### config.mk
export PLATFORM = sky130hd
export DESIGN_NAME = sliding_window_anagram_match
export DESIGN_NICKNAME = d
export VERILOG_FILES = /design/src/hw/rtl/swam_pkg.sv /design/src/hw/rtl/sliding_window_anagram_match.sv
export SDC_FILE = /design/constraint.sdc
export NUM_CORES = 1
export LEC_CHECK = 0
export ABC_AREA = 1
export BUFFER_PORTS_ARGS = -buffer_cell sky130_fd_sc_hd__buf_4
export CAP_MARGIN = 30
export CORE_UTILIZATION = 60
export DETAILED_ROUTE_END_ITERATION = 10
export PLACE_DENSITY_LB_ADDON = 0.05
export SETUP_SLACK_MARGIN = 0.3
export SYNTH_ARGS = -nofsm -noshare
export SYNTH_HDL_FRONTEND = slang
export SYNTH_SLANG_ARGS = --single-unit
### constraint.sdc
create_clock -name clk -period 11.1 [get_ports clk]
set_input_delay 1.11 -clock clk [delete_from_list [all_inputs] [get_ports clk]]
set_output_delay 1.11 -clock clk [all_outputs]
set_load 0.02 [all_outputs]
### src/hw/rtl/swam_pkg.sv
// Package for the sliding-window anagram matcher: command codes and internal op type.
`timescale 1ns / 1ps

package swam_pkg;

    localparam logic [1:0] CMD_CLEAR   = 2'd0;
    localparam logic [1:0] CMD_PATTERN = 2'd1;
    localparam logic [1:0] CMD_TEXT    = 2'd2;
    localparam logic [1:0] CMD_SPARE   = 2'd3;  // unused code, does nothing

    // What a request does once decoded at the front end
    typedef enum logic [2:0] {
        OP_NOP,     // ignored request: no state change
        OP_CLEAR,   // return every store to reset
        OP_PATTERN, // one more pattern letter
        OP_CHECK,   // text letter with an empty pattern: report only
        OP_GROW,    // text letter, window still filling
        OP_SLIDE    // text letter, oldest letter leaves the window
    } op_t;

endpackage

### src/hw/rtl/sliding_window_anagram_match.sv
// Sliding-window anagram matcher: letter histograms held in dual-read memories.
`timescale 1ns / 1ps

// Streaming anagram search over a small alphabet.
// Request channel (cmd_valid / cmd_stall, fields cmd and letter): clear, add a
// pattern letter, or present a text letter. Result channel (res_valid /
// res_stall, fields window_match and found): one result for every request.
// Pipeline: the request edge updates pointer, length and fill registers and
// reads the history ring; the edge moving it into stage 3 reads the count
// memories at the new and the leaving letter; the edge on which stage 3 fires
// writes the counts back, updates the mismatch counter and loads the result
// register. One request is taken every cycle while cmd_stall is low; forwarding
// the last write to each count memory covers a read-modify-write that overlaps.
// Counts are kept as two wrap-around tallies per letter (additions and
// removals); a letter differs from the pattern when the two tallies differ.
// Reset (and a clear request, as it retires) empties all state; per-letter
// valid bits make every count read as zero at once, so no clearing pass.
// When the receiver stalls, the result register holds and the pipeline
// keeps filling its empty stages; requests stall only once it is full.
module sliding_window_anagram_match
    import swam_pkg::*;
#(
    parameter int MAX_LEN  = 64,
    parameter int ALPHABET = 26
)
(
    input  logic       clk,
    input  logic       rst_n,
    input  logic       cmd_valid,
    output logic       cmd_stall,
    input  logic [1:0] cmd,
    input  logic [4:0] letter,
    output logic       res_valid,
    input  logic       res_stall,
    output logic       window_match,
    output logic       found
);

    localparam int AW = $clog2(ALPHABET);                       // letter address
    localparam int PW = (MAX_LEN > 1) ? $clog2(MAX_LEN) : 1;    // ring pointer
    localparam int LW = $clog2(MAX_LEN + 1);                    // pattern length
    localparam int CW = $clog2(MAX_LEN + 1) + 1;                // wrapping tally
    localparam int MW = $clog2(ALPHABET + 1);                   // mismatch count

    // ---------------- front end (request edge) ----------------
    logic           acc;
    logic           letter_ok;
    logic [AW-1:0]  letter_idx;
    op_t            op_new;
    logic [PW-1:0]  ring_ptr_reg,  ring_ptr_next;
    logic [LW-1:0]  pat_len_reg,   pat_len_next;
    logic [LW-1:0]  win_fill_reg,  win_fill_next;
    logic [LW:0]    rp_ext, pl_ext, drop_wide;
    logic [PW-1:0]  drop_idx;
    logic           ring_we;

    logic [AW-1:0]  ring_mem [MAX_LEN];
    logic [AW-1:0]  ring_rd_reg;

    // stage 2
    logic           s2_valid_reg, s2_valid_next;
    op_t            s2_op_reg;
    logic [AW-1:0]  s2_letter_reg;

    // stage 3
    logic           s3_valid_reg, s3_valid_next;
    op_t            s3_op_reg;
    logic [AW-1:0]  s3_letter_reg;
    logic [AW-1:0]  s3_drop_reg;

    logic           adv2, adv3, s3_fire;

    // count memories: additions and removals per letter
    logic [CW-1:0]  inc_mem [ALPHABET];
    logic [CW-1:0]  dec_mem [ALPHABET];
    logic [CW-1:0]  inc_l_reg, inc_d_reg, dec_l_reg, dec_d_reg;
    logic [ALPHABET-1:0] inc_vld_reg, inc_vld_next;
    logic [ALPHABET-1:0] dec_vld_reg, dec_vld_next;

    // last write to each memory, for same-edge forwarding
    logic           inc_lw_en_reg, inc_lw_en_next;
    logic [AW-1:0]  inc_lw_addr_reg;
    logic [CW-1:0]  inc_lw_val_reg;
    logic           dec_lw_en_reg, dec_lw_en_next;
    logic [AW-1:0]  dec_lw_addr_reg;
    logic [CW-1:0]  dec_lw_val_reg;

    logic           inc_we, dec_we;
    logic [AW-1:0]  dec_waddr;
    logic [CW-1:0]  inc_wval, dec_wval;

    logic [CW-1:0]  il, id, dl, dd;
    logic [CW-1:0]  diff_l, diff_d;
    logic           bl, al, bd, ad, track_d;
    logic [1:0]     up_cnt, dn_cnt;

    logic [MW-1:0]  mismatch_reg, mismatch_next;
    logic           found_flag_reg, found_flag_next;
    logic           match_new;

    logic           res_valid_reg, res_valid_next;
    logic           window_match_reg;
    logic           found_reg;

    assign acc        = cmd_valid && !cmd_stall;
    assign letter_ok  = 32'(letter) < ALPHABET;
    assign letter_idx = AW'(letter);

    // slot of the letter that leaves: ring_ptr - pat_len, modulo MAX_LEN
    always_comb
    begin
        rp_ext    = (LW+1)'(ring_ptr_reg);
        pl_ext    = (LW+1)'(pat_len_reg);
        drop_wide = (rp_ext >= pl_ext) ? rp_ext - pl_ext
                                       : rp_ext + (LW+1)'(MAX_LEN) - pl_ext;
        drop_idx  = PW'(drop_wide);
    end

    always_comb
    begin
        op_new        = OP_NOP;
        ring_ptr_next = ring_ptr_reg;
        pat_len_next  = pat_len_reg;
        win_fill_next = win_fill_reg;
        case (cmd)
            CMD_CLEAR:
            begin
                op_new        = OP_CLEAR;
                ring_ptr_next = '0;
                pat_len_next  = '0;
                win_fill_next = '0;
            end
            CMD_PATTERN:
            begin
                if (letter_ok && (pat_len_reg < LW'(MAX_LEN)))
                begin
                    op_new       = OP_PATTERN;
                    pat_len_next = pat_len_reg + 1'b1;
                end
            end
            CMD_TEXT:
            begin
                if (letter_ok)
                begin
                    if (pat_len_reg == '0)
                        op_new = OP_CHECK;
                    else
                    begin
                        if (win_fill_reg >= pat_len_reg)
                            op_new = OP_SLIDE;
                        else
                        begin
                            op_new        = OP_GROW;
                            win_fill_next = win_fill_reg + 1'b1;
                        end
                        ring_ptr_next = (ring_ptr_reg == PW'(MAX_LEN - 1)) ? '0
                                                                   : ring_ptr_reg + 1'b1;
                    end
                end
            end
            default:
            begin
                op_new = OP_NOP;
            end
        endcase
    end

    assign ring_we = acc && ((op_new == OP_GROW) || (op_new == OP_SLIDE));

    always_ff @(posedge clk or negedge rst_n)
    begin
        if (!rst_n)
        begin
            ring_ptr_reg <= '0;
            pat_len_reg  <= '0;
            win_fill_reg <= '0;
        end
        else if (acc)
        begin
            ring_ptr_reg <= ring_ptr_next;
            pat_len_reg  <= pat_len_next;
            win_fill_reg <= win_fill_next;
        end
    end

    // history ring: read returns the old entry when the same slot is written
    always_ff @(posedge clk)
    begin
        if (ring_we)
            ring_mem[ring_ptr_reg] <= letter_idx;
        if (acc)
            ring_rd_reg <= ring_mem[drop_idx];
    end

    // ---------------- pipeline flow ----------------
    assign adv3      = !res_valid_reg || !res_stall;
    assign s3_fire   = s3_valid_reg && adv3;
    assign adv2      = !s3_valid_reg || adv3;
    assign cmd_stall = s2_valid_reg && !adv2;

    always_comb
    begin
        s2_valid_next = s2_valid_reg;
        if (acc)
            s2_valid_next = 1'b1;
        else if (adv2)
            s2_valid_next = 1'b0;

        s3_valid_next = s3_valid_reg;
        if (adv2)
            s3_valid_next = s2_valid_reg;

        res_valid_next = res_valid_reg;
        if (adv3)
            res_valid_next = s3_valid_reg;
    end

    always_ff @(posedge clk or negedge rst_n)
    begin
        if (!rst_n)
        begin
            s2_valid_reg  <= 1'b0;
            s3_valid_reg  <= 1'b0;
            res_valid_reg <= 1'b0;
        end
        else
        begin
            s2_valid_reg  <= s2_valid_next;
            s3_valid_reg  <= s3_valid_next;
            res_valid_reg <= res_valid_next;
        end
    end

    always_ff @(posedge clk)
    begin
        if (acc)
        begin
            s2_op_reg     <= op_new;
            s2_letter_reg <= letter_idx;
        end
        if (adv2)
        begin
            s3_op_reg     <= s2_op_reg;
            s3_letter_reg <= s2_letter_reg;
            s3_drop_reg   <= ring_rd_reg;
        end
    end

    // ---------------- count memories ----------------
    always_comb
    begin
        inc_we    = s3_fire && ((s3_op_reg == OP_GROW) || (s3_op_reg == OP_SLIDE));
        inc_wval  = il + 1'b1;
        dec_we    = s3_fire && ((s3_op_reg == OP_PATTERN) || (s3_op_reg == OP_SLIDE));
        dec_waddr = (s3_op_reg == OP_SLIDE) ? s3_drop_reg : s3_letter_reg;
        dec_wval  = (s3_op_reg == OP_SLIDE) ? dd + 1'b1 : dl + 1'b1;
    end

    always_ff @(posedge clk)
    begin
        if (inc_we)
            inc_mem[s3_letter_reg] <= inc_wval;
        if (adv2)
        begin
            inc_l_reg <= inc_mem[s2_letter_reg];
            inc_d_reg <= inc_mem[ring_rd_reg];
        end
    end

    always_ff @(posedge clk)
    begin
        if (dec_we)
            dec_mem[dec_waddr] <= dec_wval;
        if (adv2)
        begin
            dec_l_reg <= dec_mem[s2_letter_reg];
            dec_d_reg <= dec_mem[ring_rd_reg];
        end
    end

    // never-written (since clear) reads zero; a write at the read edge forwards
    always_comb
    begin
        if (!inc_vld_reg[s3_letter_reg])
            il = '0;
        else if (inc_lw_en_reg && (inc_lw_addr_reg == s3_letter_reg))
            il = inc_lw_val_reg;
        else
            il = inc_l_reg;

        if (!inc_vld_reg[s3_drop_reg])
            id = '0;
        else if (inc_lw_en_reg && (inc_lw_addr_reg == s3_drop_reg))
            id = inc_lw_val_reg;
        else
            id = inc_d_reg;

        if (!dec_vld_reg[s3_letter_reg])
            dl = '0;
        else if (dec_lw_en_reg && (dec_lw_addr_reg == s3_letter_reg))
            dl = dec_lw_val_reg;
        else
            dl = dec_l_reg;

        if (!dec_vld_reg[s3_drop_reg])
            dd = '0;
        else if (dec_lw_en_reg && (dec_lw_addr_reg == s3_drop_reg))
            dd = dec_lw_val_reg;
        else
            dd = dec_d_reg;
    end

    // ---------------- mismatch tracking ----------------
    always_comb
    begin
        diff_l  = il - dl;
        diff_d  = id - dd;
        bl      = diff_l != '0;
        al      = bl;
        bd      = diff_d != '0;
        ad      = bd;
        track_d = 1'b0;
        case (s3_op_reg)
            OP_PATTERN:
            begin
                al = (diff_l - 1'b1) != '0;
            end
            OP_GROW:
            begin
                al = (diff_l + 1'b1) != '0;
            end
            OP_SLIDE:
            begin
                // same letter in and out: its difference is unchanged
                if (s3_drop_reg != s3_letter_reg)
                begin
                    al      = (diff_l + 1'b1) != '0;
                    ad      = (diff_d - 1'b1) != '0;
                    track_d = 1'b1;
                end
            end
            default:
            begin
                al = bl;
            end
        endcase

        up_cnt = 2'(!bl && al) + 2'(track_d && !bd && ad);
        dn_cnt = 2'(bl && !al) + 2'(track_d && bd && !ad);
        // only count updates move the tally; other requests may carry any letter
        if (!(s3_op_reg inside {OP_PATTERN, OP_GROW, OP_SLIDE}))
        begin
            up_cnt = '0;
            dn_cnt = '0;
        end

        mismatch_next = mismatch_reg + MW'(up_cnt) - MW'(dn_cnt);
        if (s3_op_reg == OP_CLEAR)
            mismatch_next = '0;

        match_new = ((s3_op_reg == OP_CHECK) || (s3_op_reg == OP_GROW)
                     || (s3_op_reg == OP_SLIDE)) && (mismatch_next == '0);

        found_flag_next = found_flag_reg || match_new;
        if (s3_op_reg == OP_CLEAR)
            found_flag_next = 1'b0;
    end

    always_comb
    begin
        inc_vld_next   = inc_vld_reg;
        dec_vld_next   = dec_vld_reg;
        inc_lw_en_next = inc_lw_en_reg;
        dec_lw_en_next = dec_lw_en_reg;
        if (s3_fire)
        begin
            if (s3_op_reg == OP_CLEAR)
            begin
                inc_vld_next   = '0;
                dec_vld_next   = '0;
                inc_lw_en_next = 1'b0;
                dec_lw_en_next = 1'b0;
            end
            else
            begin
                if (inc_we)
                begin
                    inc_vld_next[s3_letter_reg] = 1'b1;
                    inc_lw_en_next              = 1'b1;
                end
                if (dec_we)
                begin
                    dec_vld_next[dec_waddr] = 1'b1;
                    dec_lw_en_next          = 1'b1;
                end
            end
        end
    end

    always_ff @(posedge clk or negedge rst_n)
    begin
        if (!rst_n)
        begin
            inc_vld_reg    <= '0;
            dec_vld_reg    <= '0;
            inc_lw_en_reg  <= 1'b0;
            dec_lw_en_reg  <= 1'b0;
            mismatch_reg   <= '0;
            found_flag_reg <= 1'b0;
        end
        else
        begin
            inc_vld_reg   <= inc_vld_next;
            dec_vld_reg   <= dec_vld_next;
            inc_lw_en_reg <= inc_lw_en_next;
            dec_lw_en_reg <= dec_lw_en_next;
            if (s3_fire)
            begin
                mismatch_reg   <= mismatch_next;
                found_flag_reg <= found_flag_next;
            end
        end
    end

    always_ff @(posedge clk)
    begin
        if (inc_we)
        begin
            inc_lw_addr_reg <= s3_letter_reg;
            inc_lw_val_reg  <= inc_wval;
        end
        if (dec_we)
        begin
            dec_lw_addr_reg <= dec_waddr;
            dec_lw_val_reg  <= dec_wval;
        end
        if (s3_fire)
        begin
            window_match_reg <= match_new;
            found_reg        <= found_flag_next;
        end
    end

    assign res_valid    = res_valid_reg;
    assign window_match = window_match_reg;
    assign found        = found_reg;

endmodule

# ---- After elaboration in Yosys (flattened, before gate mapping)
# Memories as Yosys holds them, arrays and structs flattened. A register that Yosys moved wholly into a read port is not among the register bits.
# Index checks and enable logic that the tools add are counted.
dict set report totals {
  mem_bits_rw 736
  ff_bits 132
  memories 3
  elab_cells 194
  out_inout_bits 4
}
dict set report op_classes {
  n_mux 64
  bitwise 2
  addsub 18
  magnitude_cmp 9
  n_reduce_logical 56
  n_eq_ne 19
}
# memory words word_bits read_ports rd_clocked_by_memory_dff write_ports line
set mem_list {}
lappend mem_list {ring_mem 64 5 1 1 1 sliding_window_anagram_match.sv:57} ;# logic [AW-1:0] ring_mem [MAX_LEN];
lappend mem_list {dec_mem 26 8 2 2 1 sliding_window_anagram_match.sv:75} ;# logic [CW-1:0] dec_mem [ALPHABET];
lappend mem_list {inc_mem 26 8 2 2 1 sliding_window_anagram_match.sv:74} ;# logic [CW-1:0] inc_mem [ALPHABET];
# cell n
set ops {}
lappend ops {{$mux W26} 4}
lappend ops {{$mux W8} 9}
lappend ops {{$or A26 B26 Y26} 2}
lappend ops {{$reduce_bool A8 Y1} 5}
lappend ops {{$add A8 B1 Y8 const B} 4}
lappend ops {{$mux W7} 4}
lappend ops {{$pmux W7 S2} 2}
lappend ops {{$mux W1} 25}
lappend ops {{$mux W6} 4}
lappend ops {{$bmux W1 S5} 4}
lappend ops {{$eq A5 B5 Y1} 4}
lappend ops {{$logic_and A1 B1 Y1} 20}
lappend ops {{$lt A5 B6 Y1 const B} 3}
lappend ops {{$sub A8 B1 Y8 const B} 2}
lappend ops {{$sub A8 B8 Y8} 2}
lappend ops {{$add A7 B1 Y7 const B} 2}
lappend ops {{$add A6 B1 Y6 const B} 2}
lappend ops {{$eq A3 B3 Y1 const B} 4}
lappend ops {{$pmux W6 S2} 1}
lappend ops {{$sub A6 B6 Y6} 2}
lappend ops {{$demux W1 S5} 2}
lappend ops {{$ge A5 B1 Y1 const B} 2}
lappend ops {{$mux W5} 2}
lappend ops {{$reduce_bool A2 Y1} 5}
lappend ops {{other kinds (28)} 52}

# ---- Longest topological paths before layout
# Gate-level depths: netlist of the first run.
dict set report logic_depth {
  ltp_word 19
  ltp_mapped 48
  ltp_nobuf 47
}

# ---- Worst setup path before layout of the first run
# No wires, ideal clock.
dict set report synth_path {
  path_type {register to register}
  startpoint {reg s3_letter_reg[0]}
  endpoint {reg found_reg (netlist: found) (data pin)}
  setup_slack_ns 5.251
  t_required_ns 10.849
  arrival_time_ns 5.598
  period_less_slack_ns 5.849
  path_buffers 2
  setup_time_ns 0.251
  path_stages_with_launch 45
  path_cell_list {edfxtp_1 inv_2 buf_4 nor2_2 nor2_2 nand3_2 buf_4 o21ai_0 nand3_1 ha_1 inv_1 ha_1 inv_1 nand2_1 nand2_1 o21ai_1 nand2_1 nand2_1 (+9 left out) inv_1 nor2_1 ha_1 inv_1 ha_1 inv_1 fa_1 nor2_1 inv_1 nand2_1 a21oi_1 a21oi_1 o21ai_0 nand3_1 inv_1 or2_2 nand2_1 inv_1}
}
dict set report synth_via {
  elab_chain_len 19
  word_cells_on_any_way 45
}
# item line
set synth_rtl {}
lappend synth_rtl {{start, declared} sliding_window_anagram_match.sv:68} ;# logic [AW-1:0] s3_letter_reg;
lappend synth_rtl {{start signal, assigned} sliding_window_anagram_match.sv:244} ;# s3_letter_reg <= s2_letter_reg;
lappend synth_rtl {{parallel branches: the longest is 13 deep, another holds $sub A8 B8 Y8} --}
lappend synth_rtl {{$sub A5 B2 Y5 (*)} sliding_window_anagram_match.sv:357} ;# mismatch_next = mismatch_reg + MW'(up_cnt) - MW'(dn_cnt);
lappend synth_rtl {{$mux W5 (*)} sliding_window_anagram_match.sv:358} ;# if (s3_op_reg == OP_CLEAR)
lappend synth_rtl {{$logic_not A5 Y1 (*)} sliding_window_anagram_match.sv:362} ;# || (s3_op_reg == OP_SLIDE)) && (mismatch_next == '0);
lappend synth_rtl {{$logic_and A1 B1 Y1 (*)} sliding_window_anagram_match.sv:362}
lappend synth_rtl {{via match_new} sliding_window_anagram_match.sv:99} ;# logic match_new;
lappend synth_rtl {{$logic_or A1 B1 Y1 (*)} sliding_window_anagram_match.sv:364} ;# found_flag_next = found_flag_reg || match_new;
lappend synth_rtl {{$mux W1 (*)} sliding_window_anagram_match.sv:365} ;# if (s3_op_reg == OP_CLEAR)
lappend synth_rtl {{via found_flag_next} sliding_window_anagram_match.sv:98} ;# logic found_flag_reg, found_flag_next;
lappend synth_rtl {{end signal, assigned} sliding_window_anagram_match.sv:440} ;# found_reg <= found_flag_next;
lappend synth_rtl {{end, declared} sliding_window_anagram_match.sv:103} ;# logic found_reg;
# Mark *: on every way through the listed nets, which the timed path passes. The select of a mux whose other input is x is not followed.
# A chain may end at the register's enable or synchronous reset.

# ---- Worst setup path after layout of the first run
dict set report layout_path {
  startpoint {reg s3_drop_reg[1]}
  endpoint {reg found_reg (netlist: found) (data pin)}
}
dict set report layout_via {
  elab_chain_len 19
  word_cells_on_any_way 43
}
# item line
set layout_rtl {}
lappend layout_rtl {{start, declared} sliding_window_anagram_match.sv:69} ;# logic [AW-1:0] s3_drop_reg;
lappend layout_rtl {{start signal, assigned} sliding_window_anagram_match.sv:245} ;# s3_drop_reg <= ring_rd_reg;
lappend layout_rtl {{parallel branches: the longest is 13 deep, another holds $sub A8 B8 Y8} --}
lappend layout_rtl {{$sub A5 B2 Y5 (*)} sliding_window_anagram_match.sv:357}
lappend layout_rtl {{$mux W5 (*)} sliding_window_anagram_match.sv:358}
lappend layout_rtl {{$logic_not A5 Y1 (*)} sliding_window_anagram_match.sv:362}
lappend layout_rtl {{$logic_and A1 B1 Y1 (*)} sliding_window_anagram_match.sv:362}
lappend layout_rtl {{via match_new} sliding_window_anagram_match.sv:99}
lappend layout_rtl {{$logic_or A1 B1 Y1 (*)} sliding_window_anagram_match.sv:364}
lappend layout_rtl {{$mux W1 (*)} sliding_window_anagram_match.sv:365}
lappend layout_rtl {{via found_flag_next} sliding_window_anagram_match.sv:98}
# Marked as above.

==> results.toml, run 1 <==
[outcome]
outcome = "finished, final reports clean"

[sta]
worst_slew_pin_slew_ns = 1.07
tns_ns = 0
setup_viol = 0
fin_crit_sh_pct = 60.7
slew_headroom_pct = 28.7
fin_worst_skew_ns = 0.0264
rsz0062_at_grt = "no"
period_minus_slack_ns = 6.74
hold_viol = 0
drv_slew = 0
holdWs_ns = 0.440
timing.fmax_mhz = 148

[synthesis]
avgSynthCellArea_um2 = 10.2
ys_seq_area_share_pct = 62.3
synth_nets = 4263
yosysWarnings = 0
synthCells = 4213
synth_edf_count = 822
synth_ff_type = "edfxtp_1"
syn-cell-area_um2 = 43000
async_flop_share_pct = 9.17
synth_cell_type_count = 52
ys_ff_latch = 905

[final_layout]
multi_input_area_um2 = 14200
nets = 4181
largest_reg_flops = 320
largest-register = "ring_mem"
utilization_pct = 67.1
diodes = 0
layout_common_cells = "edfxtp_1, nor2_1, o21ai_0"
register_area_um2 = 26800
top_regs = "ring_mem (320), dec_mem (208), inc_mem (208)"
layout_commonest_cell = "edfxtp_1"
area_delta_synth_final_pct = 9.90
fillerInstances = 5420
drive_above_1_share_pct = 7.56
final_cell_area_um2 = 47200

[floorplanning]
fp.dieH_um = 270
die_x_um = 270
core_um2 = 70400
row_count = 97
start_util_pct = 61.0
pin_count = 15
die_area_um2 = 72700

[min_path]
hold_path.class = "in -> async"

[placed_design]
hpwl_mm = 75.9
placed_area_um2 = 44000
place_congestion = 0.972
port_buffers = 14

[drt]
vias = 33100
highest_layer = "met5"
drc = 0
wirelength_mm = 122
drt_iter0_markers = 4180
routed-wl-met3_mm = 12.1
routed_via_density = 6.43
met1Wirelength_mm = 48.8
dr.pass1.iters = 6
antenna_left = 0
wl_per_cell_um = 23.7
routed-wl-met2_mm = 56.5

[cts]
hold_buffers = 0
worstSkewPairLatency_ns = 0.66
cts-buffers-inserted = 95
cts_sinks = 905
htree_num_levels = 3
root_buffer = "clkbuf_16"
ctsResizeCount = 0
clock_tree.buffer_depth = 3
clkTransAtPathRegs_ns = 0.06
cts_setup_buffers = 0
cts_tree = "yes"

[power]
leakage_uw = 0.0167
peakVddDrop_uv = 199
p_total_uw = 11500
power_density_nw_per_um2 = 243

[global_route]
antenna_found_initial = 1
grt_pass1_vias = 31100
grt-ovfl-total = 0
grt_max_degree = 192
grt_util_all_layers_pct = 33.3
grt_pass1_wl_mm = 186

[setup_path]
critPathMaxStageDelay_ns = 0.66
cp.arrival_ns = 7.15
crit_fanout = 18
end_kind = "flip-flop"
r2r_slack_ns = 4.36
worstSetupPathType = "reg -> reg"
required_ns = 11.51
crit_path_start_kind = "flip-flop"
cp_slowest_cell = "edfxtp_1"

[run]
cap_violations = 0
==> report_power, final <==
group	switching [µW]	total [µW]	internal [µW]
Combinational	2860	4040	1180
Clock	1340	3240	1900
Sequential	122	4200	4080
==> routing by layer <==
layer	up-vias	track usage [%]
met5	-	0
met1	15900	47.7
met2	1870	52.2
li1	15000	-
met3	290	4.14
met4	2	12.9
==> synthesized netlist by cell type (5+ instances only) <==
master / number / area share, %
a32oi_1: 23 / 0.47
nand2_1: 468 / 4.1
o211ai_1: 70 / 1.2
a31oi_1: 48 / 0.70
edfxtp_1: 822 / 57
buf_2: 6 / 0.070
xor2_1: 20 / 0.41
xnor2_1: 6 / 0.12
clkinv_1: 6 / 0.052
dfrtp_1: 83 / 4.8
o221ai_1: 106 / 2.2
a32o_1: 5 / 0.12
nand2_2: 11 / 0.16
nor2_2: 11 / 0.16
buf_4: 6 / 0.10
a21oi_1: 163 / 1.9
clkbuf_1: 250 / 2.2
buf_1: 15 / 0.13
o21ai_0: 586 / 6.8
o22ai_1: 77 / 1.1
o32ai_1: 80 / 1.6
inv_1: 271 / 2.4
nand4_1: 22 / 0.32
nor3b_1: 7 / 0.12
o21ai_1: 11 / 0.13
o21a_1: 6 / 0.10
or2_2: 9 / 0.13
inv_2: 10 / 0.087
nor3_1: 30 / 0.35
nand3_1: 164 / 1.9
nor2_1: 740 / 6.5
nor2_4: 7 / 0.18
ha_1: 35 / 1.0
==> metrics by stage <==
| step | std cells | setup WS, ns |
|---|---|---|
| after global placement | 4942 | 4.57 |
| after detailed placement | 4968 | 4.47 |
| after global routing | 5144 | 3.67 |
| after CTS | 5138 | 4.42 |
| final | 5144 | 4.36 |
| after floorplan | 4213 | 5.25 |
==> layout make-up <==
type / count / share of cell area [%]
flip-flops and latches: 905 / 56.7
multi-input cells: 2741 / 30.0
well taps: 940 / 2.49
repair buffers: 101 / 1.89
clock inverters: 54 / 1.44
clock buffers: 116 / 5.20
inverters: 287 / 2.30
==> critical path, delay by kind of cell, from the launching register on <==
| family | cells | cell delay, ns |
|---|---|---|
| AND/OR/NAND/NOR | 16 | 1.98 |
| AO/OA/AOI/OAI | 9 | 1.66 |
| adder cells (fa/ha/maj) | 5 | 1.37 |
| buffers and inverters | 7 | 0.83 |
| flip-flops | 1 | 0.66 |
==> cells by family after synthesis <==
kind of cell,after synthesis,share of synthesized area (%)
fa+ha+maj,39,1.21
compound gates,1191,16.7
mux,3,0.0728
xor+xnor,26,0.530
simple gates,1482,14.1
buf+inv,567,5.08
flops,905,62.3
==> worst paths after layout <==
kind                                 from              end  cells past startpoint
max                        s3_drop_reg[1]            found                     37
min                                 rst_n     s2_valid_reg                      1
max reg2reg                s3_drop_reg[1]            found                     37
min reg2reg                  s2_valid_reg     s3_valid_reg                      2
max in group asynchronous           rst_n  mismatch_reg[0]                      2
min in group clk             s2_valid_reg     s3_valid_reg                      2
Power figures use the tool's default switching activity.
==> inputs of run 2 (changes only) <==
--- a/config.mk
+++ b/config.mk
@@ -5,7 +5,7 @@
 export SDC_FILE = /design/constraint.sdc
 export NUM_CORES = 1
 export LEC_CHECK = 0
-export ABC_AREA = 1
+export ABC_AREA = 0
 export BUFFER_PORTS_ARGS = -buffer_cell sky130_fd_sc_hd__buf_4
 export CAP_MARGIN = 30
 export CORE_UTILIZATION = 60
==> constraint.sdc (replaced) <==
create_clock -name clk -period 6.4 [get_ports clk]
set_input_delay 0.64 -clock clk [delete_from_list [all_inputs] [get_ports clk]]
set_output_delay 0.64 -clock clk [all_outputs]
set_load 0.02 [all_outputs]
==> run 2 against run 1 <==
Net effect: clock power rose by 66%; power increased by 58%; global-route usage is 4.4 points lower.
==> results.toml, run 2 <==
[synthesis]
synth_edf_count = 822
muxShareOfSynthArea_pct = 21.9
syn-cell-area_um2 = 41500
synth_top_cell_by_area = "edfxtp_1"
synthCells = 2339
synth_ff_type = "edfxtp_1"
yosysWarnings = 0
synthTopCellsByArea = "edfxtp_1, mux4_2, dfrtp_1"
synth_common_cells = "edfxtp_1, mux4_2, nor2_1"
async_flop_share_pct = 9.17
synth_xor_xnor_area_share_pct = 1.47
yosysMostFrequentCell = "edfxtp_1"
synth_nets = 2389
ys_seq_area_share_pct = 64.5
yosysTopAreaCellShare_pct = 59.5
synth_fa_ha_area_share_pct = 1.25
ys_ff_latch = 905
synth_simple_gate_area_share_pct = 4.83
synth-compound-area-share_pct = 4.21
synth_top_family_by_area = "multiplexers"
synth_cell_type_count = 72
avgSynthCellArea_um2 = 17.7

[final_layout]
layout_common_cells = "edfxtp_1, mux4_2, nor2_1"
largest-register = "ring_mem"
final_cell_area_um2 = 47000
largest_reg_flops = 320
area_delta_synth_final_pct = 13.4
diodes = 0
nets = 2516
fillerInstances = 4444
top_regs = "ring_mem (320), dec_mem (208), inc_mem (208)"
drive_above_1_share_pct = 30.3
layout_commonest_cell = "edfxtp_1"

[sta]
tns_ns = 0
timing.fmax_mhz = 159
fin_crit_sh_pct = 98.1
rsz0062_at_grt = "yes"
fin_worst_skew_ns = 0.0290
slew_headroom_pct = 30.0
worst_slew_pin_slew_ns = 1.04
setup_ws_ns = 0.119
drv_slew = 0
setup_viol = 0
holdWs_ns = 0.202
hold_viol = 0
period_minus_slack_ns = 6.28

[placed_design]
place_congestion = 0.908
placed_area_um2 = 43400
port_buffers = 14
dp_slack_ns = -0.000752
hpwl_mm = 63.1

[setup_path]
reg2regPathDepth = 33
critPathMaxStageDelay_ns = 0.51
r2r-end = "found"
worstSetupPathType = "reg -> reg"
cp_slowest_cell = "mux4_2"
cp.arrival_ns = 6.64
timing.rr.start = "s3_letter_reg[1]"
end_kind = "flip-flop"
crit_fanout = 7
critPathLaunch = "s3_letter_reg[1]"
critPathMostFrequentCell = "inv_2"
r2r_slack_ns = 0.12
crit_path_start_kind = "flip-flop"
required_ns = 6.76

[drt]
dr.pass1.iters = 6
wl_per_cell_um = 28.8
antenna_left = 0
routed_via_density = 6.70
vias = 23000
drc = 0
drt_iter0_markers = 2759
wirelength_mm = 98.8

[floorplanning]
die_x_um = 265
pin_count = 15
fp.dieH_um = 265
die_area_um2 = 70200
row_count = 96
core_um2 = 68500
start_util_pct = 60.6

[cts]
cts-buffers-inserted = 92
worstSkewPairLatency_ns = 0.66
clkTransAtPathRegs_ns = 0.06
cts_sinks = 905
root_buffer = "clkbuf_16"
cts_tree = "yes"
clock_tree.buffer_depth = 3
htree_num_levels = 3

[global_route]
grt-ovfl-total = 0
antenna_found_initial = 2
grt_pass1_wl_mm = 149
grt_max_degree = 68
grt_util_all_layers_pct = 28.9
grt_pass1_vias = 23400

[power]
p_total_uw = 18100
power_density_nw_per_um2 = 386
peakVddDrop_uv = 272
leakage_uw = 0.0163

[outcome]
outcome = "finished, final reports clean"

[min_path]
hold_path.class = "in -> reg"
worstHoldStart = "cmd_valid"
whs_path_depth = 2
hold_end = "s2_valid_reg"

[run]
cap_violations = 0
run 2: changes by cell type after synthesis, sizes merged, moves of 97 or more:
cell,change
clkbuf,-164
o221ai,-105
inv,-234
nor2,-576
nand2,-424
nand3,-136
mux4,+344
a21oi,-97
o21ai,-575
run 2: logic make-up (layout without fill, tap and decap cells):
logic type	count (synthesis)	after routing
compound gates	250	250
mux	474	474
buf+inv	189	394
xor+xnor	68	68
simple gates	414	414
fa+ha+maj	39	39
flops	905	905
run 2: where the power goes:
part	total, µW	internal, µW	switching (µW)
Combinational	5690	2730	2960
Clock	5380	3120	2270
Sequential	7080	6890	185
run 2: critical path: cells and delay by family (launching register included):
kind                     cells  cell delay, ns
AO/OA/AOI/OAI                9            1.48
XOR/XNOR                     2            0.30
adder cells (fa/ha/maj)      5            1.24
buffers and inverters        6            0.56
flip-flops                   1            0.46
multiplexers                 3            0.79
AND/OR/NAND/NOR              8            1.15
run 2: cell type report:
type	instances	area (µm²)	area share, %
clock buffers	120	2590	5.51
clock inverters	52	472	1.00
inverters	48	183	0.388
multi-input cells	1245	14400	30.5
flip-flops and latches	905	26800	56.9
well taps	882	1100	2.35
repair buffers	174	1570	3.35
run 2: worst max path at each step:
stage | depth (start not counted) | to
after floorplan | 34 | found
after global placement | 32 | found
after detailed placement | 30 | found
after CTS | 32 | found
after global routing | 34 | found
final | 33 | found
run 2: per-stage QoR:
stage | utilization, % | cells
6_report | 68.7 | 3426
5_1_grt | 68.7 | 3426
4_1_cts | 68.3 | 3417
3_5_place_dp | 63.4 | 3220
3_3_place_gp | 62.9 | 3193
2_1_floorplan | - | 2339
run 2: layer usage:
metal / part of all wire, % / vias up / GRT usage [%]
met5: 0.026 / - / 0
met4: 2.3 / 4 / 7.73
met1: 40 / 12100 / 41.3
li1: - / 9753 / -
met3: 7.5 / 173 / 4.93
met2: 50 / 934 / 46.8
run 2: what timing repair did:
action,in CTS,in global routing
pin swaps,17,12
setup endpoints to repair,4,5
hold buffers,1,0
gates resized for setup,21,36
buffers inserted,22,7
cloned,2,0
hold endpoints to repair,16,0
